File: config.mk
export PLATFORM = sky130hd
export DESIGN_NAME = bsp_queue
export DESIGN_NICKNAME = d
export VERILOG_FILES = /design/src/sv/bsp_pkg.sv /design/src/sv/bsp_queue.sv
export SDC_FILE = /design/constraint.sdc
export NUM_CORES = 1
export LEC_CHECK = 0
export ABC_AREA = 1
export BUFFER_PORTS_ARGS = -buffer_cell sky130_fd_sc_hd__buf_2
export CORE_MARGIN = 4
export CORE_UTILIZATION = 31
export CTS_BUF_LIST = sky130_fd_sc_hd__clkbuf_8
export CTS_CLUSTER_SIZE = 25
export DETAILED_ROUTE_END_ITERATION = 6
export HOLD_SLACK_MARGIN = 0.08
export SLEW_MARGIN = 40
export SYNTH_ARGS = -nofsm -noshare
export SYNTH_HDL_FRONTEND = slang
export SYNTH_SLANG_ARGS = --single-unit
File: constraint.sdc
create_clock -name clk -period 8.5 [get_ports clk]
set_input_delay 0.85 -clock clk [delete_from_list [all_inputs] [get_ports clk]]
set_output_delay 0.85 -clock clk [all_outputs]
set_load 0.01 [all_outputs]
File: src/sv/bsp_pkg.sv
// ---------------------------------------------------------------------------
// bsp_pkg
// Types and constants of the billboard sprite projector.
// ---------------------------------------------------------------------------
package bsp_pkg;

  // Camera and screen settings
  typedef struct packed {
    logic        [12:0] screen_width;
    logic        [12:0] screen_height;
    logic        [23:0] camera_x;
    logic        [23:0] camera_y;
    logic signed [17:0] view_dir_x;
    logic signed [17:0] view_dir_y;
    logic signed [17:0] cam_plane_x;
    logic signed [17:0] cam_plane_y;
  } cfg_t;

  // Register indexes on the write port
  typedef enum logic [2:0] {
    REG_SCREEN_WIDTH  = 3'd0,
    REG_SCREEN_HEIGHT = 3'd1,
    REG_CAMERA_X      = 3'd2,
    REG_CAMERA_Y      = 3'd3,
    REG_VIEW_DIR_X    = 3'd4,
    REG_VIEW_DIR_Y    = 3'd5,
    REG_CAM_PLANE_X   = 3'd6,
    REG_CAM_PLANE_Y   = 3'd7
  } reg_idx_t;

  // Camera-space terms handed from front to back
  typedef struct packed {
    logic signed [36:0] det;
    logic signed [43:0] nx;
    logic signed [43:0] ny;
    logic        [47:0] dsq;
  } proj_t;

  localparam int DIV_LAT = 33;   // latency of every divider

endpackage

File: src/sv/bsp_queue.sv
// ---------------------------------------------------------------------------
// bsp_queue
// Small register FIFO between the front and back halves.
// ---------------------------------------------------------------------------
module bsp_queue import bsp_pkg::*; #(
  parameter int DEPTH = 4
) (
  input  logic  clk,
  input  logic  rst,
  input  logic  push,
  input  proj_t push_data,
  input  logic  pop,
  output logic  full,
  output logic  empty,
  output proj_t head
);
  localparam int AW = $clog2(DEPTH);
  localparam int CW = $clog2(DEPTH + 1);

  proj_t         mem [DEPTH];
  logic [AW-1:0] wr_ptr;
  logic [AW-1:0] rd_ptr;
  logic [CW-1:0] count;

  assign full  = count == CW'(DEPTH);
  assign empty = count == '0;
  assign head  = mem[rd_ptr];

  // storage
  always_ff @(posedge clk) begin
    if (push) mem[wr_ptr] <= push_data;
  end

  // pointers and fill count
  always_ff @(posedge clk) begin
    if (rst) begin
      wr_ptr <= '0;
      rd_ptr <= '0;
      count  <= '0;
    end else begin
      if (push) wr_ptr <= (wr_ptr == AW'(DEPTH - 1)) ? '0 : wr_ptr + 1'b1;
      if (pop)  rd_ptr <= (rd_ptr == AW'(DEPTH - 1)) ? '0 : rd_ptr + 1'b1;
      if (push && !pop)      count <= count + 1'b1;
      else if (!push && pop) count <= count - 1'b1;
    end
  end

endmodule

After elaboration in Yosys (flattened, before gate mapping)

Memory sizes are Yosys's and may differ from the RTL's. A register that Yosys moved wholly into a read port is not among the register bits.
Index checks and enable logic that the tools add are counted.

Flip-flop bits (word level): 7
Bits in writable memories: 692
Input port bits: 177
Output and inout port bits: 175
Word-level logic and storage cells: 25
Memories kept: 1

$add $sub $neg: 4
Eq/ne operators: 3
Muxes and demuxes: 8
Reduce and logical (&&, ||, !) cells: 6

Memory list:

| memory | words | bits a word | rd ports | clocked after Yosys merged registers in | write ports | RTL line        | RTL |
|---|---|---|---|---|---|---|---|
| mem    | 4     | 173         | 1        | 1                                       | 1           | bsp_queue.sv:20 | `proj_t mem [DEPTH];` |

Operator list:

| kind                                              | number |
|---|---|
| 2-to-1 mux 2 bit                                  | 4 |
| 2-to-1 mux 3 bit                                  | 2 |
| adder 2 x 1 -> 2 bit (second input constant)      | 2 |
| equality test 2 bit (second input constant)       | 2 |
| adder 3 x 1 -> 3 bit (second input constant)      | 1 |
| equality test 3 bit (second input constant)       | 1 |
| zero test 3 bit                                   | 1 |
| subtractor 3 x 1 -> 3 bit (second input constant) | 1 |
| logical AND 1 bit                                 | 2 |
| zero test 1 bit                                   | 2 |
| 2-to-1 mux 1 bit                                  | 2 |
| nonzero test 2 bit                                | 1 |

Depth between registers and ports, before layout

Word-level depth: 4
Depth in mapped cells: 10
Gate-level depth less buffers: 10

Worst setup path before layout

No wires, ideal clock.

Path kind: input to register
Start: input port push
End: memory mem[3][0] (netlist name), enable pin
Library setup time: 0.525 ns
Arrival: 4.212 ns
Required time: 7.975 ns
Slack: 3.763 ns
Stages on the path: 2
Buffers on the path: 0
Cells stage by stage: nand2_1 > inv_1

Cells in the longest elaborated chain, start to end: 2

Ends and longest elaborated chain:

| item                                   | RTL line        | RTL |
|---|---|---|
| from (decl)                            | bsp_queue.sv:10 | `input logic push,` |
| 2-to-1 mux 1 bit                       | bsp_queue.sv:31 | `if (push) mem[wr_ptr] <= push_data;` |
| 2-to-1 mux 1 bit (not written as such) | bsp_queue.sv:31 |  |
| to (decl)                              | bsp_queue.sv:20 |  |

No other way between the ends.

==> out/results.txt <==
CTS Hold Bufs: 0
Worst stage delay on the critical path: 550 ps
Fmax: 225 MHz
Area Growth Syn to Fin: 18.9%
Synth top area share: 0.802
Vias in the first global route: 16000
Nets: 2287
Die height: 297 um
WL/cell: 19.6 um
Max Cap Violations: 0
Gate Count Post-Synth: 1732
Critical Path RT: 7650 ps
Yosys reg bits: 701
Final Hold Vio Count: 0
Final setup vio count: 0
Synth Area in Compound Gates: 0.110
Vias: 15900
Core area: 0.0825 mm2
Syn avg cell area: 15.0 um2
Post-Syn Area: 0.0259 mm2
EDFF count, synth: 692
FFs w/ async S/R, synth: 0
Synth area leaders: edfxtp_1, nor2_1, o22ai_1, o21ai_0, o21ai_1
Post-synth top cells: edfxtp_1, nor2_1, o21ai_0, o22ai_1, o21ai_1
Pwr/cell area: 240 mW/mm2
Antenna viol nets, final: 0
Critical Path Fanout Max: 85
Synth Flop Type: edfxtp_1
CTS tree: done
Cts repair resizes: 0
Initial antenna violation count: 12
Final WL: 63.9 mm
Peak supply drop: 0.000146 V
DRT Pass-1 Iters: 4
CP Capture Type: output port
CTS root buf: clkbuf_8
Largest family of logic cells by synthesized area: compound AO/OA/AOI/OAI gates
# clock sinks: 701
CP startpoint kind: flip-flop
Cell variety after synth: 21
DR vias/cell: 4.88
Simple-gate share of the synthesized area: 0.0536
Setup TNS: 0 ps
Class of the worst hold path: in2reg
Layout cells sized above 1: 0.235
Setup WS pre-CTS: 4740 ps
Synthesis Warnings: 0
RSZ-0062 raised after global routing: false
Period utilisation layout: 0.524
Filler instances: 7799
Buffers plus inverters on the worst setup path: 4
Worst-margin pin slew: 850 ps
Worst-skew pair later-pin latency: 720 ps
Crit path kind: reg2out
Critical-path top delay cell: dfxtp_4
Post-Synth XOR/XNOR Area: 0.000338
DPL Wire Length: 35.7 mm
DR iter-0 viols: 942
Row cnt: 105
Ports: 352
Worst EP arrival: 3600 ps
Synth Net Count: 1916
Worst setup margin: 4050 ps
Total grt overflow: 0
DRC: 0
Post-CTS Setup Bufs: 0
Largest net degree at the start of global routing: 189
Min Tclk post-route: 4450 ps
Final Slew Violations: 0
First-pass GRT wire length: 95.8 mm
Placer Congestion: 0.746
H-tree Lvls: 3
Dominant cell type by area after synthesis: edfxtp_1
Crit path max-delay family: buffers and inverters
Clk_skew: 29.2 ps
Worst path cell trace: buf_4 -> inv_4 -> buf_6 -> o21ai_1 -> o22ai_1 -> buf_2
Port bufs: 351
Clock transition at path regs: 60 ps
Total die area: 0.0883 mm2
Cts bufs inserted: 112
Post-synthesis sequential area ratio: 0.809
Finished layout cell area: 0.0308 mm2
Leakage: 10.6 nW
Initial Util: 0.314
Clk buf depth: 3
Total chip power: 7.40 mW
Die X: 297 um
Placement Cell Area: 0.0287 mm2
Relative slew slack: 0.433
Status: complete, no violations
GRT Overall Usage: 0.139
Mux contribution to synthesized area: 0
Most frequent cell after synthesis: edfxtp_1
Post-synthesis adder-cell area fraction: 0.00367
## power by group
group	leakage, nW	internal (mW)	switching (mW)
registers	6.43	3.96	0.0427
logic	3.05	0.231	0.501
clock network	1.16	1.38	1.29
total	10.6	5.57	1.83
## state kept, by name, indices dropped and copies added, names as in the netlist, named ones only
signal and flops:
count 3, wr_ptr 2, mem 692, rd_ptr 2
## layout by cell type, fill, tap and decap left out, drive strengths merged, types with 9 or more instances in the layout
| cell | n |
|---|---|
| o22ai | 173 |
| clkbuf | 113 |
| clkinv | 32 |
| buf | 371 |
| inv | 54 |
| diode | 13 |
| dfxtp | 9 |
| o21ai | 349 |
| nor2 | 354 |
| edfxtp | 692 |
## area by class of cell
class	instances	area [um2]	area share
multi-input combinational	901	4340	0.141
antenna	13	32.5	0.00106
inverter	16	98.8	0.00321
timing repair buffer	371	1970	0.0639
sequential	701	21000	0.681
clock inverter	83	498	0.0162
tap	1070	1340	0.0435
clock buffer	113	1560	0.0505
## logic make-up after synthesis
kind of cell | after synthesis
buffers and inverters | 130
AO/OA/AOI/OAI | 525
adder cells (fa/ha/maj) | 7
flip-flops | 701
XOR/XNOR | 1
AND/OR/NAND/NOR | 368
## stage by stage
step           cells  hold WS, ps  utilization
3_5_place_dp    3059          526        0.348
3_3_place_gp    3058          500        0.347
5_1_grt         3261          249        0.373
2_1_floorplan   1732          490            -
6_report        3268          338        0.373
4_1_cts         3255          241        0.373
## worst paths after layout
path | startpoint | end | slack [ps] | cells past startpoint
worst min register to register | wr_ptr[1] | wr_ptr[1] | 540 | 2
worst max register to register | wr_ptr[0] | mem[1][64] | 5720 | 6
worst max-delay path | flip-flop | head[106] | 4050 | 6
worst min-delay path | push_data[130] | mem[2][130] | 340 | 1
## routing by layer
layer | global-route usage | share of wire | up-vias
li1 | - | - | 7358
met1 | 0.165 | 0.40 | 8042
met2 | 0.240 | 0.51 | 420
met3 | 0.0366 | 0.060 | 126
met4 | 0.0575 | 0.030 | 2
met5 | 0 | 0.00020 | -
(Power assumes the default switching activity.)
